[src/design/bmsb_pkg.sv]
// Shared constants, register indexes and helpers for the button mode selector.
package bmsb_pkg;

	localparam int NUM_MODES = 4;
	localparam int MODE_W    = (NUM_MODES > 1) ? $clog2(NUM_MODES) : 1;
	localparam int LED_W     = 4;
	localparam int CUR_W     = 2;
	localparam int HOLD_W    = 8;
	localparam int HALF_W    = 8;
	localparam int STEPS_W   = 4;
	localparam int SMODE_W   = 2;
	localparam int ADDR_W    = 5;
	localparam int DATA_W    = 32;

	localparam logic [HOLD_W-1:0]  PRESS_HOLD_RST   = 8'd5;
	localparam logic [HOLD_W-1:0]  RELEASE_HOLD_RST = 8'd5;
	localparam logic [HALF_W-1:0]  HALF_PERIOD_RST  = 8'd25;
	localparam logic [STEPS_W-1:0] BLINK_STEPS_RST  = 4'd7;
	localparam logic [SMODE_W-1:0] START_MODE_RST   = 2'd0;

	typedef enum logic [2:0] {
		REG_PRESS_HOLD   = 3'd0,
		REG_RELEASE_HOLD = 3'd1,
		REG_HALF_PERIOD  = 3'd2,
		REG_BLINK_STEPS  = 3'd3,
		REG_START_MODE   = 3'd4
	} reg_idx_t;

	// LED bit of a mode; modes past the LED field fall off the top.
	function automatic logic [LED_W-1:0] one_hot(input logic [MODE_W-1:0] m);
		logic [15:0] w;
		w = 16'd1 << m;
		return w[LED_W-1:0];
	endfunction

	// Stored mode to load; out-of-range values select mode 0.
	function automatic logic [MODE_W-1:0] start_to_mode(input logic [SMODE_W-1:0] s);
		logic [MODE_W-1:0] m;
		if (32'(s) >= NUM_MODES) begin
			m = '0;
		end else begin
			m = MODE_W'(s);
		end
		return m;
	endfunction

endpackage

[src/design/button_mode_selector_with_blink_top.sv]
// Top level of the button mode selector with blink sequence and commit pulse.
//
// Usage:
//   Input channel (in_valid/in_ready, payload button_pressed): one transfer per
//   tick of about 10 ms carrying the sampled button level, 1 = pressed.
//   Output channel (out_valid/out_ready, payload led_mask, current_mode,
//   commit): exactly one transfer per input transfer, in order.
//   APB port: five registers at byte addresses 0x00..0x10 (press hold, release
//   hold, blink half-period, blink steps, start mode). Write them only while no
//   tick is in flight. Writing start mode reloads selected and active mode,
//   relights that mode's LED and cancels any running blink sequence.
// Timing:
//   A tick is captured in the input register, the debounce and blink update
//   runs combinationally, and the result lands in the output register once
//   that register is empty or being drained. One tick per cycle sustained
//   while out_ready stays high; the single state update between the two
//   registers sets this rate.
// Reset:
//   arst_n clears both pipeline valids, loads register defaults (hold 5,
//   half-period 25, steps 7, start mode 0), selects mode 0 with its LED lit and
//   treats the button as released.
// Stall:
//   When out_ready is low the result holds in the output register; one more
//   tick may wait in the input register, after which in_ready drops.
module button_mode_selector_with_blink_top (
	input  logic                             clk,
	input  logic                             arst_n,
	// input ticks
	input  logic                             in_valid,
	output logic                             in_ready,
	input  logic                             button_pressed,
	// results
	output logic                             out_valid,
	input  logic                             out_ready,
	output logic [bmsb_pkg::LED_W-1:0]       led_mask,
	output logic [bmsb_pkg::CUR_W-1:0]       current_mode,
	output logic                             commit,
	// configuration
	input  logic                             psel,
	input  logic                             penable,
	input  logic                             pwrite,
	input  logic [bmsb_pkg::ADDR_W-1:0]      paddr,
	input  logic [bmsb_pkg::DATA_W-1:0]      pwdata,
	output logic [bmsb_pkg::DATA_W-1:0]      prdata,
	output logic                             pready
);

	// configuration registers
	logic [bmsb_pkg::HOLD_W-1:0]  press_hold_q;
	logic [bmsb_pkg::HOLD_W-1:0]  release_hold_q;
	logic [bmsb_pkg::HALF_W-1:0]  half_period_q;
	logic [bmsb_pkg::STEPS_W-1:0] blink_steps_q;
	logic [bmsb_pkg::SMODE_W-1:0] start_mode_q;

	// block state
	logic [bmsb_pkg::MODE_W-1:0]  selected_mode_q;
	logic [bmsb_pkg::MODE_W-1:0]  active_mode_q;
	logic [bmsb_pkg::STEPS_W-1:0] blink_left_q;
	logic [bmsb_pkg::HALF_W-1:0]  half_left_q;
	logic                         button_held_q;
	logic [bmsb_pkg::HOLD_W-1:0]  debounce_count_q;
	logic [bmsb_pkg::LED_W-1:0]   led_state_q;

	// pipeline registers
	logic valid_s1;
	logic button_s1;
	logic out_valid_q;
	logic [bmsb_pkg::LED_W-1:0] led_mask_q;
	logic [bmsb_pkg::CUR_W-1:0] current_mode_q;
	logic commit_q;

	logic cfg_wr;
	bmsb_pkg::reg_idx_t cfg_idx;
	logic advance;
	logic [bmsb_pkg::MODE_W-1:0] load_mode;

	// next-state values
	logic                         press_d;
	logic                         held_d;
	logic [bmsb_pkg::HOLD_W-1:0]  count_d;
	logic [bmsb_pkg::MODE_W-1:0]  sel_d;
	logic [bmsb_pkg::MODE_W-1:0]  act_d;
	logic [bmsb_pkg::STEPS_W-1:0] blink_d;
	logic [bmsb_pkg::HALF_W-1:0]  half_d;
	logic [bmsb_pkg::LED_W-1:0]   led_d;
	logic                         commit_d;
	logic [bmsb_pkg::MODE_W:0]    sel_inc;
	logic [bmsb_pkg::HALF_W-1:0]  half_dec;
	logic [bmsb_pkg::STEPS_W-1:0] blink_dec;
	logic [bmsb_pkg::LED_W-1:0]   sel_bit;

	// APB: always ready, write on the access phase
	assign pready    = 1'b1;
	assign cfg_wr    = psel & penable & pwrite & pready;
	assign cfg_idx   = bmsb_pkg::reg_idx_t'(paddr[4:2]);
	assign load_mode = bmsb_pkg::start_to_mode(pwdata[bmsb_pkg::SMODE_W-1:0]);

	always_comb begin
		case (cfg_idx)
			bmsb_pkg::REG_PRESS_HOLD:   prdata = bmsb_pkg::DATA_W'(press_hold_q);
			bmsb_pkg::REG_RELEASE_HOLD: prdata = bmsb_pkg::DATA_W'(release_hold_q);
			bmsb_pkg::REG_HALF_PERIOD:  prdata = bmsb_pkg::DATA_W'(half_period_q);
			bmsb_pkg::REG_BLINK_STEPS:  prdata = bmsb_pkg::DATA_W'(blink_steps_q);
			bmsb_pkg::REG_START_MODE:   prdata = bmsb_pkg::DATA_W'(start_mode_q);
			default:                    prdata = '0;
		endcase
	end

	// Handshake: the input register moves on whenever the output register
	// is empty or being drained this cycle.
	assign advance   = valid_s1 & (~out_valid_q | out_ready);
	assign in_ready  = ~valid_s1 | advance;
	assign out_valid = out_valid_q;
	assign led_mask     = led_mask_q;
	assign current_mode = current_mode_q;
	assign commit       = commit_q;

	// Debounce: separate hold counts for press and release; the counter clears
	// once it reaches the hold value instead of wrapping.
	always_comb begin
		press_d = 1'b0;
		held_d  = button_held_q;
		count_d = debounce_count_q;
		if (button_held_q) begin
			if (button_s1) begin
				count_d = '0;
			end else if (debounce_count_q >= release_hold_q) begin
				held_d  = 1'b0;
				count_d = '0;
			end else begin
				count_d = debounce_count_q + 1'b1;
			end
		end else if (!button_s1) begin
			count_d = '0;
		end else if (debounce_count_q >= press_hold_q) begin
			held_d  = 1'b1;
			count_d = '0;
			press_d = 1'b1;
		end else begin
			count_d = debounce_count_q + 1'b1;
		end
	end

	// Mode advance and blink sequence
	always_comb begin
		sel_inc   = {1'b0, selected_mode_q} + 1'b1;
		half_dec  = (half_left_q != '0) ? half_left_q - 1'b1 : half_left_q;
		blink_dec = blink_left_q - 1'b1;
		sel_bit   = bmsb_pkg::one_hot(selected_mode_q);
		sel_d     = selected_mode_q;
		act_d     = active_mode_q;
		blink_d   = blink_left_q;
		half_d    = half_left_q;
		led_d     = led_state_q;
		commit_d  = 1'b0;
		if (press_d) begin
			// advance the selection cyclically and restart the sequence
			if (32'(sel_inc) >= bmsb_pkg::NUM_MODES) begin
				sel_d = '0;
			end else begin
				sel_d = sel_inc[bmsb_pkg::MODE_W-1:0];
			end
			blink_d = blink_steps_q;
			half_d  = half_period_q;
			led_d   = bmsb_pkg::one_hot(sel_d);
		end else if (blink_left_q != '0) begin
			half_d = half_dec;
			if (half_dec == '0) begin
				blink_d = blink_dec;
				if (blink_dec != '0) begin
					// light the selected LED on odd steps left, clear it on even ones
					half_d = half_period_q;
					if (blink_dec[0]) begin
						led_d = led_state_q | sel_bit;
					end else begin
						led_d = led_state_q & ~sel_bit;
					end
				end else if (active_mode_q != selected_mode_q) begin
					// sequence over: activate the new selection
					act_d    = selected_mode_q;
					led_d    = led_state_q | sel_bit;
					commit_d = 1'b1;
				end
			end
		end
	end

	// configuration registers and block state
	always_ff @(posedge clk or negedge arst_n) begin
		if (!arst_n) begin
			press_hold_q     <= bmsb_pkg::PRESS_HOLD_RST;
			release_hold_q   <= bmsb_pkg::RELEASE_HOLD_RST;
			half_period_q    <= bmsb_pkg::HALF_PERIOD_RST;
			blink_steps_q    <= bmsb_pkg::BLINK_STEPS_RST;
			start_mode_q     <= bmsb_pkg::START_MODE_RST;
			selected_mode_q  <= bmsb_pkg::start_to_mode(bmsb_pkg::START_MODE_RST);
			active_mode_q    <= bmsb_pkg::start_to_mode(bmsb_pkg::START_MODE_RST);
			blink_left_q     <= '0;
			half_left_q      <= '0;
			button_held_q    <= 1'b0;
			debounce_count_q <= '0;
			led_state_q      <= bmsb_pkg::one_hot(
				bmsb_pkg::start_to_mode(bmsb_pkg::START_MODE_RST));
		end else if (cfg_wr) begin
			case (cfg_idx)
				bmsb_pkg::REG_PRESS_HOLD:   press_hold_q   <= pwdata[bmsb_pkg::HOLD_W-1:0];
				bmsb_pkg::REG_RELEASE_HOLD: release_hold_q <= pwdata[bmsb_pkg::HOLD_W-1:0];
				bmsb_pkg::REG_HALF_PERIOD:  half_period_q  <= pwdata[bmsb_pkg::HALF_W-1:0];
				bmsb_pkg::REG_BLINK_STEPS:  blink_steps_q  <= pwdata[bmsb_pkg::STEPS_W-1:0];
				bmsb_pkg::REG_START_MODE: begin
					// reload both modes, cancel blinking, keep debounce state
					start_mode_q    <= pwdata[bmsb_pkg::SMODE_W-1:0];
					selected_mode_q <= load_mode;
					active_mode_q   <= load_mode;
					blink_left_q    <= '0;
					half_left_q     <= '0;
					led_state_q     <= bmsb_pkg::one_hot(load_mode);
				end
				default: ;
			endcase
		end else if (advance) begin
			selected_mode_q  <= sel_d;
			active_mode_q    <= act_d;
			blink_left_q     <= blink_d;
			half_left_q      <= half_d;
			button_held_q    <= held_d;
			debounce_count_q <= count_d;
			led_state_q      <= led_d;
		end
	end

	// input register: valid
	always_ff @(posedge clk or negedge arst_n) begin
		if (!arst_n) begin
			valid_s1 <= 1'b0;
		end else if (in_ready) begin
			valid_s1 <= in_valid;
		end
	end

	// input register: payload
	always_ff @(posedge clk) begin
		if (in_valid && in_ready) begin
			button_s1 <= button_pressed;
		end
	end

	// output register: valid
	always_ff @(posedge clk or negedge arst_n) begin
		if (!arst_n) begin
			out_valid_q <= 1'b0;
		end else if (advance) begin
			out_valid_q <= 1'b1;
		end else if (out_ready) begin
			out_valid_q <= 1'b0;
		end
	end

	// output register: payload, taken from the updated state
	always_ff @(posedge clk) begin
		if (advance) begin
			led_mask_q     <= led_d;
			current_mode_q <= bmsb_pkg::CUR_W'(act_d);
			commit_q       <= commit_d;
		end
	end

	// a commit ends the sequence
	a_commit_ends_blink: assert property (@(posedge clk) disable iff (!arst_n)
		advance && commit_d |=> blink_left_q == '0)
		else $error("commit left a blink sequence running");

	// a commit makes the previous selection active
	a_commit_activates: assert property (@(posedge clk) disable iff (!arst_n)
		advance && commit_d |=> active_mode_q == $past(selected_mode_q))
		else $error("commit did not activate the selected mode");

	// with both registers full and the receiver stalled, take no new tick
	a_full_stall: assert property (@(posedge clk) disable iff (!arst_n)
		valid_s1 && out_valid_q && !out_ready |-> !in_ready)
		else $error("input accepted while pipeline full and stalled");

endmodule

[config.mk]
export PLATFORM = sky130hd
export DESIGN_NAME = button_mode_selector_with_blink_top
export DESIGN_NICKNAME = d
export VERILOG_FILES = /design/src/design/bmsb_pkg.sv /design/src/design/button_mode_selector_with_blink_top.sv
export SDC_FILE = /design/constraint.sdc
export NUM_CORES = 1
export LEC_CHECK = 0
export BUFFER_PORTS_ARGS = -buffer_cell sky130_fd_sc_hd__buf_2
export CORE_MARGIN = 10
export CORE_UTILIZATION = 50
export DETAILED_ROUTE_END_ITERATION = 7
export GPL_TIMING_DRIVEN = 0
export PLACE_DENSITY = 0.74
export RECOVER_POWER = 100
export SLEW_MARGIN = 20
export SYNTH_ARGS = -nofsm -noshare
export SYNTH_HDL_FRONTEND = slang
export SYNTH_SLANG_ARGS = --single-unit
export TNS_END_PERCENT = 5
[constraint.sdc]
create_clock -name clk -period 2.8 [get_ports clk]
set_input_delay 0.56 -clock clk [delete_from_list [all_inputs] [get_ports clk]]
set_output_delay 0.56 -clock clk [all_outputs]
set_load 0.01 [all_outputs]
==> flow_summary.ini, run 1 <==
[clock_tree]
cts_tree = yes
clk_latency_ns = 0.35
cts_max_level = 3
numCtsBuffers = 9
clk_pin_slew_ns = 0.08
hold_buffers = 0
clkSinkCount = 69
cts.path.max_buffers = 2
root_buffer = clkbuf_8

[yosys]
synthArstFlopShare_pct = 88.41
avgSynthCellArea_um2 = 9.604
yosysUniqueCellTypes = 64
synth_top_area_cell = dfrtp_1
synthCells = 469
synth_enable_flop_cells = 8
synthTopCellsByArea = dfrtp_1 (28%), ha_1 (7.2%), dfstp_2 (6.4%), mux2_2 (6.3%), edfxtp_1 (5.3%)
synth_top_area_share_pct = 27.78
synthFlopType = dfrtp_1
synth_most_common_cell = dfrtp_1
syn_area_um2 = 4504
synthTopCellsByCount = dfrtp_1 (50), nand2_1 (48), o21ai_0 (40), nor2_1 (33)
yosys_warnings = 0
ys_ff_latch = 69
yosysSeqAreaShare_pct = 39.53

[cells_and_area]
synthToLayoutAreaGrowth_pct = 12.72
diodes = 0
finalInstanceArea_um2 = 5077
final_nets = 609
layout-drive-gt1-share_pct = 23.76
stdcell_count = 651

[power_and_ir_drop]
p_per_area_nw_per_um2 = 808.9
p_leak_nw = 2.346
combPwrFrac_pct = 42.9
max-vdd-ir-drop_mv = 0.3795
p_sw_share_pct = 40.17
p_sw_mw = 1.650
power_mw = 4.107
power.internal_mw = 2.458
seq_power_share_pct = 38.7
pwr-share-clk_pct = 18.4

[global_routing]
grt_pass1_wl_um = 18420
antenna_found_initial = 0
grt_pass1_vias = 3744
grt_max_degree = 62
grt.overflow.total = 0
grtUsageTotal_pct = 16.86

[route]
first_pass_iters = 5
routed_wl_um = 11090
wl_per_cell_um = 17.04
drtIter0Drc = 266
vias_per_cell = 5.679
drc = 0
route.vias.total = 3697
detail-route-antenna-nets = 0

[run_status]
run_status = finished, violations left
violations = max-capacitance violations, max-slew violations

[critical_path]
cp_max_fo = 10
cp_slowest_stage_delay_ns = 0.59
startpoint_type = input port
cp.arrival_ns = 2.13
critPathKind = input port to output pin
cp_slowest_cell = mux4_2
crit_top_cell = buf_2
end_kind = output pin
crit_path_cell_trace = buf_2 -> clkbuf_1 -> mux4_2 -> inv_1 -> o21ai_0 -> buf_2
worst_ep_required_time_ns = 2.24

[die]
initial_core_util_pct = 51.40
die_x_um = 114.9
rows = 34
floorplan.die_area_um2 = 13210
core_um2 = 8763
die_h_um = 114.9
ios = 87

[timing]
min_period_ns = 2.686
setup_viol = 0
fmax_mhz = 372.3
grt_setup_unrepaired = yes
slew_headroom_pct = -2.300
hold_slack_ns = 0.3790
final-hold-violation-count = 0
worst-slew-pin-transition_ns = 1.535
fin_worst_skew_ns = 0.008600
drv_slew = 62
setup-tns-final_ns = 0
period_share_pct = 95.92

[placed_design]
place_area_um2 = 4903
port_buffers = 35
dp.cells = 635
gp_congestion = 0.9568
hpwlAfterDp_um = 8272

[hold_path]
hold_path_class = input port to register

[job]
drv_cap = 1
[per-stage QoR]
| step | setup slack, ns | util, % |
|---|---|---|
| final | 0.1141 | 57.94 |
| after global routing | -0.006203 | 57.94 |
| after CTS | 0.04123 | 58.00 |
| after detailed placement | -0.03190 | 55.95 |
| after global placement | -0.03292 | 55.93 |
| after floorplan | 0.3538 | - |
[layer usage]
layer	GRT usage (%)	up-vias	part of all wire (%)
met3	4.427	22	6.5
li1	-	1774	-
met5	0	-	0
met4	6.271	0	2.0
met1	19.90	1775	41
met2	28.75	126	50
[sequential cells by signal (all words and copies together) (netlist names)]
| name | cells |
|---|---|
| debounce_count_q | 8 |
| half_left_q | 8 |
| half_period_q | 8 |
| press_hold_q | 8 |
| release_hold_q | 8 |
| blink_left_q | 4 |
| blink_steps_q | 4 |
| led_mask | 4 |
| led_state_q | 4 |
| active_mode_q | 2 |
| current_mode | 2 |
| selected_mode_q | 2 |
| start_mode_q | 2 |
| button_held_q | 1 |
| button_s1 | 1 |
| commit | 1 |
| out_valid | 1 |
| valid_s1 | 1 |
[critical path, delay by kind of cell]
kind | cells | cell delay (ns)
muxes | 1 | 0.59
buffers and inverters | 4 | 0.89
AOI/OAI and AO/OA | 1 | 0.09
[final timing paths]
path | start | to | slack [ns] | cells after the start
worst min register to register | led_state_q[1] | led_state_q[1] | 0.51 | 2
min in group asynchronous | arst_n | out_valid | 0.59 | 1
worst max-delay path | paddr[2] | prdata[1] | 0.11 | 6
max in group asynchronous | arst_n | blink_left_q[0] | 1.20 | 1
worst max register to register | half_left_q[0] | led_state_q[3] | 0.16 | 8
worst min-delay path | button_pressed | button_s1 | 0.38 | 1
[cell families (layout without fill, tap and decap cells)]
family | after synthesis | after routing | synth area share, %
simple gates | 149 | 149 | 17.17
flops | 69 | 69 | 39.53
compound gates | 112 | 112 | 16.42
xor+xnor | 4 | 4 | 0.7779
fa+ha+maj | 26 | 26 | 7.222
other cells | 2 | 25 | 0.1667
buf+inv | 67 | 118 | 8.028
mux | 40 | 40 | 10.69
[cells in the final DEF, fill, tap and decap left out, types with 4 or more instances in the layout]
cell type	instances
buf_4	25
o2bb2ai_1	4
clkbuf_8	11
ha_1	25
inv_1	26
a21oi_1	20
nor2b_1	11
dfrtp_1	49
buf_2	25
nand2_1	48
o211ai_1	4
mux2_2	25
and3_1	8
conb_1	25
mux2i_1	11
nand3_1	12
edfxtp_1	8
nor2_1	33
a22o_1	4
nor3_1	6
nand2b_1	7
o21ai_0	40
clkbuf_1	22
a31oi_1	6
dfstp_2	11
[final cells by class]
| cell class | count | area, µm² |
|---|---|---|
| clock buffer | 12 | 155.1 |
| sequential | 69 | 1782 |
| fill | 758 | 3686 |
| buffer | 41 | 266.5 |
| clock inverter | 4 | 22.52 |
| multi-input combinational | 356 | 2456 |
| tap | 108 | 135.1 |
| inverter | 26 | 97.59 |
| timing repair buffer | 35 | 162.7 |
[what timing repair did]
| item | CTS | global route |
|---|---|---|
| pin swaps | 0 | 1 |
| endpoints found under the hold margin | 0 | 0 |
| resized for setup | 1 | 5 |
| setup buffers | 0 | 0 |
| setup endpoints to repair | 1 | 13 |
[power by group through the flow]
stage	sequential (mW)	combinational, mW	clock (mW)
3_5_place_dp	1.59	1.72	0
4_1_cts	1.58	1.74	0.760
2_1_floorplan	1.53	1.35	0
5_1_grt	1.62	1.96	0.805
6_report	1.59	1.76	0.755
3_3_place_gp	1.58	1.67	0
No activity file was read; power rests on OpenSTA's default activity.
==> run 2: changes to the inputs <==
CORE_MARGIN = 8   (was 10)
CORE_UTILIZATION = 35   (was 50)
PLACE_DENSITY = 0.56   (was 0.74)
clock period = 2.99 ns   (was 2.8 ns; I/O delays follow)
==> run 2 against run 1 <==
Compared with the run above: the run now ends clean; via count down 0.35%; wire length up 4.6%; die area up 27%; clock power up 43%; cell area up 3.7%; setup slack better by 0.050 ns; register-to-register slack about the same.
==> flow_summary.ini, run 2 (synthesized netlist as in run 1, its figures left out) <==
[run_status]
run_status = finished clean

[route]
route.vias.total = 3684
routed_wl_um = 11600
drc = 0
detail-route-antenna-nets = 0
vias_per_cell = 5.145
wl_per_cell_um = 16.20
first_pass_iters = 5
drtIter0Drc = 215

[timing]
fin_worst_skew_ns = 0.008282
setup-tns-final_ns = 0
drv_slew = 0
fmax_mhz = 353.9
worst-slew-pin-transition_ns = 1.208
final-hold-violation-count = 0
slew_headroom_pct = 19.43
setup_viol = 0
grt_setup_unrepaired = yes
min_period_ns = 2.826
period_share_pct = 94.51

[global_routing]
grt.overflow.total = 0
grt_max_degree = 48
grt_pass1_wl_um = 18510
antenna_found_initial = 0
grtUsageTotal_pct = 13.99
grt_pass1_vias = 3708

[critical_path]
startpoint_type = register
cp_max_fo = 8
r2r_setup_slack_ns = 0.16
end_kind = register
critPathKind = register to register
r2r-start = press_hold_q[2]
r2r-end = led_state_q[3]
cp.arrival_ns = 3.04
worst_ep_required_time_ns = 3.20
r2r_cells = 10

[clock_tree]
clk_latency_ns = 0.33
clkSinkCount = 69
cts_max_level = 3
root_buffer = clkbuf_16
postCtsSetupRepairBufs = 0
cts_tree = yes
clk_pin_slew_ns = 0.06
numCtsBuffers = 9
cts.path.max_buffers = 2

[power_and_ir_drop]
p_per_area_nw_per_um2 = 798.1
p_leak_nw = 2.383
max-vdd-ir-drop_mv = 0.3155

[cells_and_area]
multi_input_area_um2 = 2447
layout_commonest_cell = dfrtp_1
regArea_um2 = 1780
layout-drive-gt1-share_pct = 21.88
n_fill_cell = 1282
final_util_pct = 41.73
layout_common_cells = dfrtp_1 (50), nand2_1 (48), o21ai_0 (40)
synthToLayoutAreaGrowth_pct = 16.92
diodes = 0
final_nets = 610
finalInstanceArea_um2 = 5266

[placed_design]
port_buffers = 35
gp_congestion = 0.8545
hpwlAfterDp_um = 8888
place_area_um2 = 5011

[job]
drv_cap = 0

[die]
initial_core_util_pct = 35.69
ios = 87
die_x_um = 129.4
floorplan.die_area_um2 = 16760
core_um2 = 12620
die_h_um = 129.4
rows = 41

[hold_path]
hold_path_class = input port to asynchronous set/reset pin
run 2: changes by cell type in the layout (fill, tap and decap cells not counted), sizes merged:
cell	previous run	this run
buf	52	45
bufinv	0	1
clkbuf	36	43
clkinvlp	1	0
inv	26	27
run 2: report_power, final:
group          total (mW)  leakage [nW]  internal, mW  switching, mW
sequential           1.49         0.816          1.23          0.257
clock                1.08         0.150         0.671          0.412
combinational        1.63          1.42         0.719          0.911
total                4.20          2.38          2.62           1.58
run 2: cell type report:
type / count / share of cell area (%)
Clock buffer: 11 / 4.609
Sequential cell: 69 / 33.81
Timing Repair Buffer: 36 / 3.017
Multi-Input combinational cell: 356 / 46.47
Buffer: 41 / 5.037
Tap cell: 172 / 4.086
Inverter: 26 / 1.853
Clock inverter: 5 / 1.117
run 2: what timing repair did:
action,4_1_cts,5_1_grt
hold buffers,0,0
gates resized for setup,1,1
setup endpoints to repair,1,4
cloned,0,0
run 2: per-stage QoR:
| stage | setup slack (ns) | instances | hold slack [ns] | power [mW] |
|---|---|---|---|---|
| detailed placement | 0.01036 | 700 | 0.4804 | 3.138 |
| floorplan | 0.5438 | 492 | 0.3024 | 2.701 |
| CTS | 0.1883 | 716 | 0.1262 | 4.238 |
| finish | 0.1640 | 716 | 0.3381 | 4.203 |
| global placement | 0.01853 | 699 | 0.4708 | 3.082 |
| global route | -0.01029 | 716 | 0.4177 | 4.492 |
run 2: routing by layer:
| metal | share of wire [%] | up-vias | GRT usage, % | wire [µm] |
|---|---|---|---|---|
| met3 | 6.8 | 32 | 3.081 | 789 |
| met2 | 50 | 138 | 24.42 | 5818 |
| met1 | 40 | 1736 | 16.06 | 4645 |
| met5 | 0 | - | 0 | 0 |
| li1 | - | 1778 | - | - |
| met4 | 3.0 | 0 | 6.284 | 348 |
run 2: worst max-delay path by stage:
| stage | start | to | depth (start not counted) |
|---|---|---|---|
| finish | press_hold_q[2] | led_state_q[3] | 10 |
| detailed placement | press_hold_q[2] | led_state_q[2] | 11 |
| global placement | press_hold_q[2] | led_state_q[2] | 11 |
| CTS | press_hold_q[2] | led_state_q[3] | 10 |
| global route | press_hold_q[2] | led_state_q[3] | 10 |
| floorplan | half_left_q[0] | current_mode[0] | 8 |
run 2: critical path: stages, from the launching register on:
cell and delay, ns:
dfstp_2 0.54, inv_1 0.06, ha_1 0.30, nand3_1 0.08, a21oi_1 0.05, o211ai_1 0.21, and2_1 0.15, clkbuf_1 0.43
nand4_1 0.24, o221a_2 0.33, a221o_1 0.31
==> run 3: changes to the inputs <==
BUFFER_PORTS_ARGS = not set   (was -buffer_cell sky130_fd_sc_hd__buf_2)
CTS_BUF_LIST = sky130_fd_sc_hd__clkbuf_2 sky130_fd_sc_hd__clkbuf_4 sky130_fd_sc_hd__clkbuf_8   (was not set)
DONT_BUFFER_PORTS = 1   (was not set)
PLACE_DENSITY = 0.5   (was 0.56)
==> run 3 against run 2 <==
Compared with the run above: first-iteration DRC count down 27%; non-clock buffer count fell by 35; combinational power fell by 4%; register-to-register slack about the same; wire length grew 2.7%; die area is the same; clock power fell by 28%; core utilization fell by 2.1 points; critical path depth is 2 lower; count of clock-buffer cells in the layout fell by 1; global-route usage rose by 0.78 points; sequential power is essentially flat.
==> flow_summary.ini, run 3 (synthesized netlist as in run 1, its figures left out) <==
[placed_design]
place_ws_ns = 0.1030
port_buffers = 0
gp_congestion = 0.8257
dp.cells = 664
place_area_um2 = 4806
hpwlAfterDp_um = 9034

[timing]
grt_setup_unrepaired = no
fin_worst_skew_ns = 0.01133
period_share_pct = 94.37
setup_viol = 0
hold_slack_ns = 0.07282
setup-tns-final_ns = 0
final-hold-violation-count = 0
fmax_mhz = 354.4
min_period_ns = 2.822
worst-slew-pin-transition_ns = 1.323
layout_setup_ws_ns = 0.1684
slew_headroom_pct = 11.79
drv_slew = 0

[global_routing]
grt.overflow.total = 0
grt_pass1_vias = 3504
grt_max_degree = 51
grt_pass1_wl_um = 19110
grtUsageTotal_pct = 14.77
antenna_found_initial = 0

[critical_path]
critPathKind = register to register
startpoint_type = register
worst_ep_required_time_ns = 3.10
cp.arrival_ns = 2.93
end_kind = register
r2r_cells = 8
critPathLaunch = half_left_q[0]
r2r_setup_slack_ns = 0.17
r2r-start = half_left_q[0]
cp_max_fo = 7

[die]
ios = 87
floorplan.die_area_um2 = 16760
core_um2 = 12620
initial_core_util_pct = 35.69
die_h_um = 129.4
rows = 41
die_x_um = 129.4

[power_and_ir_drop]
max-vdd-ir-drop_mv = 0.3064
p_leak_nw = 2.234
p_per_area_nw_per_um2 = 772.4
power_mw = 3.863

[route]
top_layer_used = met4
routed_wl_um = 11910
wl_met2_um = 5853
wl_met3_um = 587
vias_per_cell = 5.128
first_pass_iters = 4
drc = 0
wl_met1_um = 5315
detail-route-antenna-nets = 0
wl_per_cell_um = 17.49
drtIter0Drc = 157
route.vias.total = 3492

[clock_tree]
clk_latency_ns = 0.36
root_buffer = clkbuf_8
clk_pin_slew_ns = 0.08
cts.path.max_buffers = 2
clkSinkCount = 69
cts_tree = yes
cts_max_level = 3
numCtsBuffers = 9

[cells_and_area]
stdcell_count = 681
layout_common_cells = dfrtp_1 (50), nand2_1 (48), o21ai_0 (39)
layout_commonest_cell = dfrtp_1
finalInstanceArea_um2 = 5001
layout-drive-gt1-share_pct = 20.04
final_nets = 575
synthToLayoutAreaGrowth_pct = 11.03
final_util_pct = 39.63
diodes = 0

[job]
drv_cap = 0

[run_status]
run_status = finished clean

[hold_path]
hold_path_class = input port to asynchronous set/reset pin
[run 3: final cells by class]
type / instances / area, µm²
clock buffers: 10 / 131.4
clock inverters: 6 / 63.81
repair buffers: 1 / 5.005
plain buffers: 41 / 265.3
well taps: 172 / 215.2
fillers: 1296 / 7619
flip-flops and latches: 69 / 1780
multi-input cells: 356 / 2442
inverters: 26 / 97.59
[run 3: timing repair]
| item | CTS | global route |
|---|---|---|
| setup buffers | 0 | 0 |
| hold endpoints to repair | 50 | 0 |
| hold buffers | 1 | 0 |
| endpoints found under the setup margin | 0 | 2 |
| resized for setup | 0 | 3 |
[run 3: power breakdown]
| part | internal (mW) | switching, mW |
|---|---|---|
| Combinational | 0.698 | 0.876 |
| Clock | 0.393 | 0.387 |
| Sequential | 1.23 | 0.276 |
| Total | 2.32 | 1.54 |
[run 3: worst paths after layout]
| path | end |
|---|---|
| min | blink_steps_q[0] |
| max reg2reg | current_mode[1] |
| min reg2reg | start_mode_q[1] |
| min in group clk | button_s1 |
| max in group asynchronous | half_left_q[0] |
| max | current_mode[1] |
[run 3: per-layer routing]
layer	vias to the layer above	track usage, %
met5	-	0
met4	0	3.893
met3	11	4.601
met2	68	24.97
met1	1709	17.81
li1	1704	-
[run 3: worst max-delay path, stage by stage (launching register included)]
cell,delay (ns)
dfrtp_1,0.41
inv_1,0.10
ha_1,0.29
or2_2,0.31
o21ai_0,0.16
o211ai_1,0.17
a211o_2,0.38
nor3_2,0.37
mux2_2,0.39
